**src/sv/u8dv_pkg.sv**
```systemverilog
// shared types, constants and helpers for the utf-8 stream decoder/validator
`timescale 1ns / 1ps

package u8dv_pkg;

  localparam int COUNT_WIDTH_DEF = 32;
  localparam int CHAR_COUNT_W    = 32;
  localparam int CP_W            = 21;
  localparam int QUEUE_DEPTH     = 4;
  localparam int QUEUE_IDX_W     = $clog2(QUEUE_DEPTH);
  localparam int QUEUE_CNT_W     = $clog2(QUEUE_DEPTH + 1);

  localparam logic [CP_W-1:0] REPLACEMENT_CP = 21'h00FFFD;
  localparam logic [CP_W-1:0] MAX_SCALAR     = 21'h10FFFF;
  localparam logic [CP_W-1:0] SURR_LO        = 21'h00D800;
  localparam logic [CP_W-1:0] SURR_HI        = 21'h00DFFF;
  localparam logic [CP_W-1:0] MIN_TWO_BYTE   = 21'h000080;
  localparam logic [CP_W-1:0] MIN_THREE_BYTE = 21'h000800;
  localparam logic [CP_W-1:0] MIN_FOUR_BYTE  = 21'h010000;

  localparam logic [2:0] SEQ_LEN_NONE = 3'd0;
  localparam logic [2:0] SEQ_LEN_TWO  = 3'd2;
  localparam logic [2:0] SEQ_LEN_THREE = 3'd3;
  localparam logic [2:0] SEQ_LEN_FOUR = 3'd4;

  localparam logic ITEM_CODEPOINT = 1'b0;
  localparam logic ITEM_SUMMARY   = 1'b1;

  typedef struct packed {
    logic [7:0] data_byte;
    logic       end_of_string;
  } u8dv_in_t;

  typedef struct packed {
    logic [CP_W-1:0]         codepoint;
    logic                    item_kind;
    logic                    string_valid;
    logic [CHAR_COUNT_W-1:0] char_count;
    logic                    last_result;
  } u8dv_out_t;

  // up to two results produced by one request
  typedef struct packed {
    logic      v0;
    logic      v1;
    u8dv_out_t r0;
    u8dv_out_t r1;
  } u8dv_push_t;

  // range checks applied once the last continuation byte is in
  function automatic logic value_ok(input logic [CP_W-1:0] v, input logic [2:0] len);
    logic ok;
    begin
      if (len == SEQ_LEN_TWO) begin
        ok = (v >= MIN_TWO_BYTE);
      end else if (len == SEQ_LEN_THREE) begin
        ok = (v >= MIN_THREE_BYTE) && !((v >= SURR_LO) && (v <= SURR_HI));
      end else begin
        ok = (v >= MIN_FOUR_BYTE) && (v <= MAX_SCALAR);
      end
      return ok;
    end
  endfunction

endpackage

```
**src/sv/u8dv_core.sv**
```systemverilog
// decode state and per-byte decode logic
`timescale 1ns / 1ps

module u8dv_core #(
  parameter int COUNT_WIDTH = u8dv_pkg::COUNT_WIDTH_DEF
) (
  input  logic                 clk,
  input  logic                 rst_n,
  input  logic                 step_en,
  input  u8dv_pkg::u8dv_in_t   step_in,
  output u8dv_pkg::u8dv_push_t step_out
);

  logic [1:0]                   pend_r, pend_nxt;
  logic [2:0]                   len_r, len_nxt;
  logic [u8dv_pkg::CP_W-1:0]    pv_r, pv_nxt;
  logic                         err_r, err_nxt;
  logic [COUNT_WIDTH-1:0]       cnt_r, cnt_nxt;

  logic [7:0]                   b;
  logic                         eos;
  logic                         a_good;
  logic                         a_err;
  logic [u8dv_pkg::CP_W-1:0]    a_cp;
  logic [u8dv_pkg::CP_W-1:0]    pv_sh;
  logic [1:0]                   pend_dec;
  logic [COUNT_WIDTH-1:0]       cnt_upd;
  logic [u8dv_pkg::CHAR_COUNT_W-1:0] cnt_sat;
  u8dv_pkg::u8dv_out_t          item_r;
  u8dv_pkg::u8dv_out_t          summ_r;

  assign b        = step_in.data_byte;
  assign eos      = step_in.end_of_string;
  assign pv_sh    = {pv_r[u8dv_pkg::CP_W-7:0], b[5:0]};
  assign pend_dec = pend_r - 2'd1;

  // clamp the running count to the 32-bit summary field
  generate
    if (COUNT_WIDTH > u8dv_pkg::CHAR_COUNT_W) begin : g_sat
      assign cnt_sat = (|cnt_upd[COUNT_WIDTH-1:u8dv_pkg::CHAR_COUNT_W]) ? '1
                       : cnt_upd[u8dv_pkg::CHAR_COUNT_W-1:0];
    end else begin : g_ext
      assign cnt_sat = u8dv_pkg::CHAR_COUNT_W'(cnt_upd);
    end
  endgenerate

  always_comb begin
    pend_nxt = pend_r;
    len_nxt  = len_r;
    pv_nxt   = pv_r;
    err_nxt  = err_r;
    a_good   = 1'b0;
    a_err    = 1'b0;
    a_cp     = '0;

    if (!err_r) begin
      if (pend_r == 2'd0) begin
        if (!b[7]) begin
          a_good = 1'b1;
          a_cp   = u8dv_pkg::CP_W'(b);
        end else if (b[7:5] == 3'b110) begin
          len_nxt = u8dv_pkg::SEQ_LEN_TWO; pend_nxt = 2'd1;
          pv_nxt  = u8dv_pkg::CP_W'(b[4:0]);
        end else if (b[7:4] == 4'b1110) begin
          len_nxt = u8dv_pkg::SEQ_LEN_THREE; pend_nxt = 2'd2;
          pv_nxt  = u8dv_pkg::CP_W'(b[3:0]);
        end else if (b[7:3] == 5'b11110) begin
          len_nxt = u8dv_pkg::SEQ_LEN_FOUR; pend_nxt = 2'd3;
          pv_nxt  = u8dv_pkg::CP_W'(b[2:0]);
        end else begin
          a_err = 1'b1;
        end
      end else if (b[7:6] != 2'b10) begin
        a_err = 1'b1;
      end else begin
        pv_nxt   = pv_sh;
        pend_nxt = pend_dec;
        if (pend_dec == 2'd0) begin
          if (u8dv_pkg::value_ok(pv_sh, len_r)) begin
            a_good  = 1'b1;
            a_cp    = pv_sh;
            len_nxt = u8dv_pkg::SEQ_LEN_NONE;
            pv_nxt  = '0;
          end else begin
            a_err = 1'b1;
          end
        end
      end
      // string ends mid-sequence
      if (eos && !a_err && (pend_nxt != 2'd0)) begin
        a_err = 1'b1;
      end
    end

    if (a_err) begin
      err_nxt  = 1'b1;
      pend_nxt = 2'd0;
      len_nxt  = u8dv_pkg::SEQ_LEN_NONE;
      pv_nxt   = '0;
      a_cp     = u8dv_pkg::REPLACEMENT_CP;
    end

    cnt_upd = (a_good && !(&cnt_r)) ? cnt_r + COUNT_WIDTH'(1) : cnt_r;
    cnt_nxt = cnt_upd;

    item_r.codepoint    = a_cp;
    item_r.item_kind    = u8dv_pkg::ITEM_CODEPOINT;
    item_r.string_valid = 1'b0;
    item_r.char_count   = '0;
    item_r.last_result  = !eos;

    summ_r.codepoint    = '0;
    summ_r.item_kind    = u8dv_pkg::ITEM_SUMMARY;
    summ_r.string_valid = !err_nxt;
    summ_r.char_count   = cnt_sat;
    summ_r.last_result  = 1'b1;

    if (eos) begin
      pend_nxt = 2'd0;
      len_nxt  = u8dv_pkg::SEQ_LEN_NONE;
      pv_nxt   = '0;
      err_nxt  = 1'b0;
      cnt_nxt  = '0;
    end

    if (a_good || a_err) begin
      step_out.v0 = 1'b1;
      step_out.r0 = item_r;
      step_out.v1 = eos;
      step_out.r1 = summ_r;
    end else begin
      step_out.v0 = eos;
      step_out.r0 = summ_r;
      step_out.v1 = 1'b0;
      step_out.r1 = summ_r;
    end
  end

  always_ff @(posedge clk) begin
    if (!rst_n) begin
      pend_r <= 2'd0;
      len_r  <= u8dv_pkg::SEQ_LEN_NONE;
      pv_r   <= '0;
      err_r  <= 1'b0;
      cnt_r  <= '0;
    end else if (step_en) begin
      pend_r <= pend_nxt;
      len_r  <= len_nxt;
      pv_r   <= pv_nxt;
      err_r  <= err_nxt;
      cnt_r  <= cnt_nxt;
    end
  end

endmodule

```
**src/sv/u8dv_queue.sv**
```systemverilog
// small result queue taking up to two entries per cycle
`timescale 1ns / 1ps

module u8dv_queue (
  input  logic                 clk,
  input  logic                 rst_n,
  input  logic                 push_en,
  input  u8dv_pkg::u8dv_push_t push_in,
  output logic                 room,
  output logic                 out_valid,
  input  logic                 out_ready,
  output u8dv_pkg::u8dv_out_t  out_data
);

  u8dv_pkg::u8dv_out_t                 mem_r [u8dv_pkg::QUEUE_DEPTH];
  logic [u8dv_pkg::QUEUE_IDX_W-1:0]    head_r, head_nxt;
  logic [u8dv_pkg::QUEUE_IDX_W-1:0]    tail_r, tail_nxt;
  logic [u8dv_pkg::QUEUE_IDX_W-1:0]    tail_p1;
  logic [u8dv_pkg::QUEUE_CNT_W-1:0]    cnt_r, cnt_nxt;
  logic                                push0;
  logic                                push1;
  logic                                pop;

  assign push0     = push_en && push_in.v0;
  assign push1     = push_en && push_in.v0 && push_in.v1;
  assign out_valid = (cnt_r != '0);
  assign pop       = out_valid && out_ready;
  assign out_data  = mem_r[head_r];
  assign tail_p1   = tail_r + u8dv_pkg::QUEUE_IDX_W'(1);
  // need space for two results, independent of the output side
  assign room      = (cnt_r <= u8dv_pkg::QUEUE_CNT_W'(u8dv_pkg::QUEUE_DEPTH - 2));

  always_comb begin
    head_nxt = pop ? head_r + u8dv_pkg::QUEUE_IDX_W'(1) : head_r;
    tail_nxt = push1 ? tail_r + u8dv_pkg::QUEUE_IDX_W'(2)
             : (push0 ? tail_p1 : tail_r);
    cnt_nxt  = cnt_r + u8dv_pkg::QUEUE_CNT_W'(push0) + u8dv_pkg::QUEUE_CNT_W'(push1)
             - u8dv_pkg::QUEUE_CNT_W'(pop);
  end

  always_ff @(posedge clk) begin
    if (push0) begin
      mem_r[tail_r] <= push_in.r0;
    end
    if (push1) begin
      mem_r[tail_p1] <= push_in.r1;
    end
  end

  always_ff @(posedge clk) begin
    if (!rst_n) begin
      head_r <= '0;
      tail_r <= '0;
      cnt_r  <= '0;
    end else begin
      head_r <= head_nxt;
      tail_r <= tail_nxt;
      cnt_r  <= cnt_nxt;
    end
  end

endmodule

```
**src/sv/utf8_stream_decoder_validator.sv**
```systemverilog
// top level of the streaming utf-8 decoder and validator
`timescale 1ns / 1ps

// usage
//   in_*  : one raw byte per request, end_of_string set on the last byte of a string
//   out_* : codepoint items (U+FFFD marks the first error of a string) and,
//           after the last byte, one summary item with string_valid and char_count
//   last_result marks the final result that a byte produced; a byte gives 0, 1 or 2
// path: an accepted byte is held in the input register, decoded from it once the
//   queue has room, and its results are written into the result queue behind out_*
// throughput: one byte per cycle while the queue has room; the single-pass decode
//   between input register and result queue limits it; a string's last byte, if it
//   yields a codepoint item, makes two results, which drain one per ready cycle
// stall: a four-entry result queue sits between decode and out_*; the input
//   register holds its byte while fewer than two queue slots are free, and
//   in_ready drops only when that register is full and blocked
// reset: rst_n (synchronous, active low) empties the input register and the
//   queue and clears the decode state and good-codepoint count

module utf8_stream_decoder_validator #(
  parameter int COUNT_WIDTH = u8dv_pkg::COUNT_WIDTH_DEF
) (
  input  logic                clk,
  input  logic                rst_n,
  input  logic                in_valid,
  output logic                in_ready,
  input  u8dv_pkg::u8dv_in_t  in_data,
  output logic                out_valid,
  input  logic                out_ready,
  output u8dv_pkg::u8dv_out_t out_data
);

  // input register
  logic                 in_vld_r;
  u8dv_pkg::u8dv_in_t   in_dat_r;
  logic                 room;
  logic                 advance;
  u8dv_pkg::u8dv_push_t step_res;

  // decode the held byte once the queue can take both possible results
  assign advance  = in_vld_r && room;
  assign in_ready = !in_vld_r || advance;

  always_ff @(posedge clk) begin
    if (!rst_n) begin
      in_vld_r <= 1'b0;
    end else if (in_ready) begin
      in_vld_r <= in_valid;
    end
  end

  always_ff @(posedge clk) begin
    if (in_valid && in_ready) begin
      in_dat_r <= in_data;
    end
  end

  // per-byte decode and string state
  u8dv_core #(
    .COUNT_WIDTH(COUNT_WIDTH)
  ) core_i (
    .clk     (clk),
    .rst_n   (rst_n),
    .step_en (advance),
    .step_in (in_dat_r),
    .step_out(step_res)
  );

  // result queue decoupling decode from the receiver
  u8dv_queue queue_i (
    .clk      (clk),
    .rst_n    (rst_n),
    .push_en  (advance),
    .push_in  (step_res),
    .room     (room),
    .out_valid(out_valid),
    .out_ready(out_ready),
    .out_data (out_data)
  );

endmodule

```
**config.mk**
```make
export PLATFORM = sky130hd
export DESIGN_NAME = utf8_stream_decoder_validator
export DESIGN_NICKNAME = d
export VERILOG_FILES = /design/src/sv/u8dv_pkg.sv /design/src/sv/u8dv_core.sv /design/src/sv/u8dv_queue.sv /design/src/sv/utf8_stream_decoder_validator.sv
export SDC_FILE = /design/constraint.sdc
export NUM_CORES = 1
export LEC_CHECK = 0
export BUFFER_PORTS_ARGS = -buffer_cell sky130_fd_sc_hd__buf_2
export CAP_MARGIN = 20
export CELL_PAD_IN_SITES_DETAIL_PLACEMENT = 1
export CELL_PAD_IN_SITES_GLOBAL_PLACEMENT = 2
export CORE_UTILIZATION = 48
export DETAILED_ROUTE_END_ITERATION = 10
export PLACE_DENSITY = 0.91
export SYNTH_ARGS = -nofsm -noshare
export SYNTH_HDL_FRONTEND = slang
export SYNTH_HIERARCHICAL = 1
export SYNTH_SLANG_ARGS = --single-unit
```
**constraint.sdc**
```tcl
create_clock -name clk -period 14.1 [get_ports clk]
set_input_delay 2.115 -clock clk [delete_from_list [all_inputs] [get_ports clk]]
set_output_delay 2.115 -clock clk [all_outputs]
set_load 0.05 [all_outputs]
```
==> results of run 1 <==
per-layer routing:
layer,global-route usage (%),vias up
li1,-,4624
met4,7.03,2
met3,5.28,65
met1,36.0,5532
met2,41.2,366
met5,0,-
state kept, by name (all words and copies together) (netlist names), named ones only:
register	cells
core_i/err_r	1
queue_i/mem_r	224
queue_i/cnt_r	3
core_i/pend_r	2
core_i/cnt_r	32
queue_i/head_r	2
core_i/len_r	3
in_dat_r	9
core_i/pv_r	15
queue_i/tail_r	2
in_vld_r	1
stage by stage:
stage          setup slack, ps  util, %
2_1_floorplan             9660        -
3_3_place_gp              8070     50.4
3_5_place_dp              7860     50.4
4_1_cts                   7810     53.5
5_1_grt                   7480     53.5
6_report                  7760     53.5
final cells by class:
type	instances	share of cell area (%)
clock inverters	17	0.753
repair buffers	86	2.62
flip-flops and latches	296	46.0
multi-input cells	790	41.7
diodes	1	0.0139
inverters	30	0.628
well taps	448	3.12
clock buffers	43	5.10
power breakdown:
part           switching, uW  internal [uW]
Sequential              43.5           1030
Combinational            564            282
Clock                    345            496
Total                    953           1810
worst min-delay path by stage:
stage,cells after the start,endpoint,start
2_1_floorplan,1,core_i/len_r[1]$_SDFFE_PN0P_,core_i/len_r[1]$_SDFFE_PN0P_
3_3_place_gp,1,core_i/len_r[1]$_SDFFE_PN0P_,core_i/len_r[1]$_SDFFE_PN0P_
3_5_place_dp,1,core_i/len_r[1]$_SDFFE_PN0P_,core_i/len_r[1]$_SDFFE_PN0P_
4_1_cts,1,core_i/len_r[1]$_SDFFE_PN0P_,core_i/len_r[1]$_SDFFE_PN0P_
5_1_grt,1,core_i/len_r[1]$_SDFFE_PN0P_,core_i/len_r[1]$_SDFFE_PN0P_
6_report,1,core_i/len_r[1]$_SDFFE_PN0P_,core_i/len_r[1]$_SDFFE_PN0P_
cells by family (layout without fill, tap and decap cells):
logic type	count (synthesis)	in the layout	synth area share [%]
AOI/OAI and AO/OA	130	130	5.57
xor gates and xnor gates	34	34	1.82
adders and majority gates	14	14	1.16
buffers and inverters	136	176	4.58
DFF	296	296	50.4
muxes	288	288	26.3
other	2	24	0.0459
and+or+nand+nor	301	301	10.1
placed cells by master (no fill, tap or decap), drive strengths merged, types with 23 or more instances in the layout:
cell	n
nand3	28
mux2	224
conb	23
a21oi	26
inv	31
edfxtp	233
buf	86
dfxtp	63
nor2	43
mux4	56
clkbuf	43
nand2	78
and3	43
o21ai	25
critical path, cell delays in order (launching register included):
cell and delay (ps):
dfxtp_1 330, or4_4 580, and3_4 220, a311oi_2 310, a311o_1 820, nand2_1 110, buf_4 280, and2_1 260
nor2_1 270, and3_1 540, nand2_4 680, nand2_2 930, buf_4 580
==> reports/metrics.yaml, run 1 <==
synthesis:
  avgSynthCellArea_sq_um: 13.6
  seq_area_frac_synth_pct: 50.4
  synthCells: 1201
  synth_most_common_cell: "edfxtp_1"
  netlist_top_cells_area: "edfxtp_1, mux2_4, dfxtp_1, mux4_2, mux2_2"
  ys_types: 72
  synth_top_area_share_pct: 42.7
  synth_area_sq_um: 16400
  yosys.area.top_type: "edfxtp_1"
  yosysWarnings: 6
  synth_edf_count: 233
  synth_seq_cells: 296
  ys_top_cells_by_count: "edfxtp_1, mux2_4, mux2_2"
  synthArstFlopShare_pct: 0
  ys.flop_type: "edfxtp_1"
drt:
  dr_wl_met2_mm: 21.1
  drtAntennaViolNets: 0
  dr.pass1.iters: 7
  routed.top_layer: "met5"
  vias: 10600
  drc: 0
  drt_iter0_drc: 832
  met1_length_mm: 19.9
  wl_per_cell_microns: 26.4
  via_per_inst: 6.19
  wl_mm: 45.1
  wl_met3_mm: 3.26
die:
  die_x_microns: 187
  initial_core_util_pct: 48.8
  dieHeight_microns: 187
  dieArea_sq_um: 34900
  ios: 71
  core_sq_um: 33500
  row_count: 67
worst_setup_path:
  r2r-start: "core_i/pv_r[10]$_SDFFE_PN0P_"
  crit_end: "queue_i/mem_r[3][33]$_DFFE_PP_"
  rrSetupSlack_ps: 7760
  arrival_ps: 6470
  startpoint: "core_i/pv_r[10]$_SDFFE_PN0P_"
  cp.required_ps: 14230
  crit_path_end_kind: "flip-flop"
  startpoint_type: "flip-flop"
  crit_fanout: 57
  critPathKind: "flip-flop to flip-flop"
  worst_r2r_path_depth: 12
  rr_endpoint: "queue_i/mem_r[3][33]$_DFFE_PP_"
timing:
  finClkSkew_ps: 20.0
  setup_viol: 0
  slew_headroom_pct: 24.1
  fin_crit_sh_pct: 44.9
  fin_tns_setup_ps: 0
  worst_pin_slew_ps: 1140
  fmax_ghz: 0.158
  finalMaxSlewViolations: 0
  hold_violations: 0
  period_minus_slack_ps: 6340
  grt_setup_unrepaired: "false"
  holdWs_ps: 480
pwr:
  power_per_cell_area_nw_per_um2: 154
  power_uw: 2760
  vdd_drop_max_mv: 0.114
  cellLeakagePower_uw: 0.00693
clocking:
  cts_tree: "done"
  clkTransAtPathRegs_ps: 60
  cts_buffers: 34
  clock_path_buffers: 3
  cts_resized: 0
  clk_latency_ps: 510
  holdBufCountCts: 0
  cts-root-buf: "clkbuf_16"
  htreeDepth: 2
  post_cts_buffers: 0
  clkSinkCount: 296
global_routing:
  grt_overflow: 0
  grt_max_degree: 58
  antenna_found_initial: 2
  grt_pass1_wl_mm: 68.6
  grt_usage_pct: 25.9
  grt_pass1_vias: 10900
layout:
  fillers: 3306
  ff_latch_area_sq_um: 8260
  final_layout_size_suffix_gt1_share_pct: 35.0
  multi_input_area_sq_um: 7480
  stdcell_area_sq_um: 17900
  instances_no_fill: 1711
  area_growth_pct: 9.57
  final_nets: 1265
placement:
  portBuffers: 70
  placed_area_sq_um: 16900
  dp_hpwl_mm: 28.7
  dp.cells: 1650
  gp_congestion: 0.800
min_path:
  min_path_type: "flip-flop to flip-flop"
run:
  cap_viol_max_count: 0
status:
  status: "complete, no violations"
No activity file was read; power rests on OpenSTA's default activity.
==> run 2: changes to the inputs <==
Settings changed: ABC_AREA set to 1, CORE_UTILIZATION 48 to 39, PLACE_DENSITY 0.91 to 0.87.
Clock period 14.1 ns to 6.2 ns, I/O delays scaled along.
==> reports/metrics.yaml, run 2 <==
synthesis:
  synthMuxAreaShare_pct: 0  # -26 points
  synth_area_sq_um: 16400  # +0.37%
  synth_top_area_share_pct: 42.6  # -0.16 points
  yosys.area_share.simple_pct: 19.0  # +8.8 points
  netlist_top_cells_area: "edfxtp_1, nand2_1, dfxtp_1, o21ai_0, nor2_1"
  avgSynthCellArea_sq_um: 8.55  # -37%
  ys_top_cells_by_count: "nand2_1, edfxtp_1, o21ai_0"
  synth_most_common_cell: "nand2_1"
  seq_area_frac_synth_pct: 50.2  # -0.18 points
  synth_compound_area_share_pct: 17.8  # +12 points
  synth_seq_cells: 296  # unchanged
  ys_types: 47  # -35%
  synth_edf_count: 233  # unchanged
  synth_xor_area_share_pct: 1.65  # -0.17 points
  synthArstFlopShare_pct: 0  # unchanged
  yosysWarnings: 6  # unchanged
  synth_top_family_by_area: "simple AND/OR/NAND/NOR gates"
  ys.flop_type: "edfxtp_1"
  synthCells: 1922  # +60%
  synth_adder_area_share_pct: 1.16  # -0.0042 points
  yosys.area.top_type: "edfxtp_1"
layout:
  mostFrequentLayoutCells: "nand2_1, edfxtp_1, o21ai_0"
  fillers: 4843  # +46%
  reg.largest.list: "queue_i/mem_r: 224 flops, core_i/cnt_r: 32 flops, core_i/pv_r: 15 flops"
  final_common_cell: "nand2_1"
  multi_input_area_sq_um: 6600  # -12%
  area_growth_pct: 8.72
  final_layout_size_suffix_gt1_share_pct: 13.9  # -21 points
  largest-register: "queue_i/mem_r"
  antenna_cells: 0  # -1
  largest_reg_flops: 224  # unchanged
  final_nets: 1954  # +54%
  ff_latch_area_sq_um: 8260  # unchanged
global_routing:
  grt_max_degree: 72  # +24%
  grt_pass1_wl_mm: 73.9  # +7.9%
  grt_usage_pct: 21.8  # -4.1 points
  grt_pass1_vias: 13400  # +22%
  antenna_found_initial: 1  # -1
  grt_overflow: 0  # unchanged
die:
  ios: 71  # unchanged
  dieHeight_microns: 207  # +11%
  die_x_microns: 207  # +11%
  core_sq_um: 41200  # +23%
  dieArea_sq_um: 43000  # +23%
  initial_core_util_pct: 39.9  # -8.9 points
  row_count: 74  # +10%
clocking:
  clock_path_buffers: 3  # unchanged
  cts_tree: "done"
  clk_latency_ps: 550  # +40 ps
  holdBufCountCts: 0  # unchanged
  post_cts_buffers: 0  # unchanged
  cts_buffers: 35  # +2.9%
  htreeDepth: 2  # unchanged
  clkTransAtPathRegs_ps: 60  # about the same
  cts-root-buf: "clkbuf_16"
  cts_resized: 0  # unchanged
  clkSinkCount: 296  # unchanged
min_path:
  hold_start: "core_i/len_r[2]$_SDFFE_PN0P_"
  hold_path_end: "core_i/len_r[2]$_SDFFE_PN0P_"
  hold_depth: 2  # +1
  min_path_type: "flip-flop to flip-flop"
placement:
  pre_cts_ws_ps: 1660  # -6210 ps
  gp_congestion: 0.855  # +6.9%
  portBuffers: 70  # unchanged
  dp_hpwl_mm: 30.0  # +4.4%
run:
  cap_viol_max_count: 0  # unchanged
worst_setup_path:
  cp.required_ps: 6400  # -7830 ps
  crit_path_end_kind: "flip-flop"
  arrival_ps: 4740  # -1730 ps
  critPathKind: "flip-flop to flip-flop"
  r2r-start: "core_i/pend_r[0]$_SDFFE_PN0P_"
  rrSetupSlack_ps: 1660  # -6100 ps
  rr_endpoint: "queue_i/mem_r[2][20]$_DFFE_PP_"
  startpoint_type: "flip-flop"
  crit_fanout: 43  # -25%
  worst_r2r_path_depth: 17  # +5
timing:
  fmax_ghz: 0.220  # +40%
  fin_crit_sh_pct: 73.2  # +28 points
  fin_tns_setup_ps: 0  # unchanged
  hold_violations: 0  # unchanged
  worst_pin_slew_ps: 1130  # -3.78 ps
  slew_headroom_pct: 23.6  # -0.55 points
  finClkSkew_ps: 19.0  # -0.994 ps
  setup_viol: 0  # unchanged
  finalMaxSlewViolations: 0  # unchanged
  setup_slack_ps: 1660  # -6100 ps
  period_minus_slack_ps: 4540  # -1800 ps
  grt_setup_unrepaired: "false"
drt:
  vias: 13200  # +25%
  dr.pass1.iters: 5  # -2
  drt_iter0_drc: 776  # -6.7%
  via_per_inst: 5.32  # -14%
  wl_mm: 46.6  # +3.3%
  drc: 0  # unchanged
  wl_per_cell_microns: 18.8  # -29%
  drtAntennaViolNets: 0  # unchanged
status:
  status: "complete, no violations"
pwr:
  vdd_drop_max_mv: 0.201  # +76%
  power_per_cell_area_nw_per_um2: 408  # +170%
  cellLeakagePower_uw: 0.00622  # -10%
[run 2: changes by cell type in the layout (fill, tap and decap cells not counted), moves of 42 or more]
cell     change
nand2_1    +353
mux2_2     -108
mux2_4     -116
nor2_1     +171
inv_1      +132
and3_1      -42
mux4_2      -56
o21ai_1     +89
o22ai_1     +56
o21ai_2     +70
o21ai_0    +201
[run 2: final cells by class]
type                       count  area share (%)
clock buffer                  44            5.44
clock inverter                16           0.777
inverter                     178            3.77
multi-input combinational   1328            36.9
sequential                   296            46.2
tap                          532            3.72
timing repair buffer          88            3.11
[run 2: cells by family (layout without fill, tap and decap cells)]
| family | count (synthesis) | after routing |
|---|---|---|
| other | 2 | 23 |
| xor gates and xnor gates | 31 | 31 |
| and+or+nand+nor | 748 | 748 |
| adders and majority gates | 14 | 14 |
| DFF | 296 | 296 |
| buffers and inverters | 319 | 326 |
| AOI/OAI and AO/OA | 512 | 512 |
[run 2: worst max-delay path by stage]
stage	from	to	slack, ps
after global routing	core_i/pend_r[1]$_SDFFE_PN0P_	queue_i/mem_r[2][20]$_DFFE_PP_	1200
final	core_i/pend_r[0]$_SDFFE_PN0P_	queue_i/mem_r[2][20]$_DFFE_PP_	1660
after global placement	core_i/pend_r[1]$_SDFFE_PN0P_	queue_i/mem_r[2][25]$_DFFE_PP_	1820
after CTS	core_i/pend_r[1]$_SDFFE_PN0P_	queue_i/mem_r[2][20]$_DFFE_PP_	1620
after floorplan	core_i/pend_r[0]$_SDFFE_PN0P_	queue_i/mem_r[2][0]$_DFFE_PP_	2300
after detailed placement	core_i/pend_r[1]$_SDFFE_PN0P_	queue_i/mem_r[2][25]$_DFFE_PP_	1660
[run 2: routing by layer]
metal / vias to the layer above / global-route usage [%] / wire (microns)
met3: 61 / 3.34 / 1900
met4: 0 / 5.82 / 854
met2: 241 / 37.2 / 22400
met5: - / 0 / 0
met1: 6475 / 28.7 / 21500
li1: 6424 / - / -
[run 2: critical path: stages, from the launching register on]
cell     delay, ps
dfxtp_1        350
inv_1           70
ha_1           430
inv_2          250
nor2_1         270
nand3_1        100
o21ai_0         90
inv_1           70
nand3_2         90
nand2_2        230
nand2_2        170
inv_2          100
nor2_1         210
nand3_2        140
inv_4          140
nand2_4        330
nand2_2        660
buf_4          450
[run 2: where the power goes]
part	leakage, uW	total (uW)	switching (uW)	internal [uW]
registers	0.00262	2590	122	2470
logic	0.00306	2680	2050	621
clock network	0.000540	2020	827	1190
total	0.00622	7290	3000	4280
[run 2: through the flow]
stage | power [uW] | cell area, sq um | instances | hold slack [ps] | util, %
floorplan | 4620 | 16500 | 1943 | 439 | -
global placement | 5210 | 16700 | 2420 | 454 | 40.6
detailed placement | 5310 | 16700 | 2421 | 466 | 40.6
CTS | 7350 | 17900 | 2481 | 475 | 43.3
global route | 7660 | 17900 | 2482 | 508 | 43.4
finish | 7290 | 17900 | 2482 | 470 | 43.4
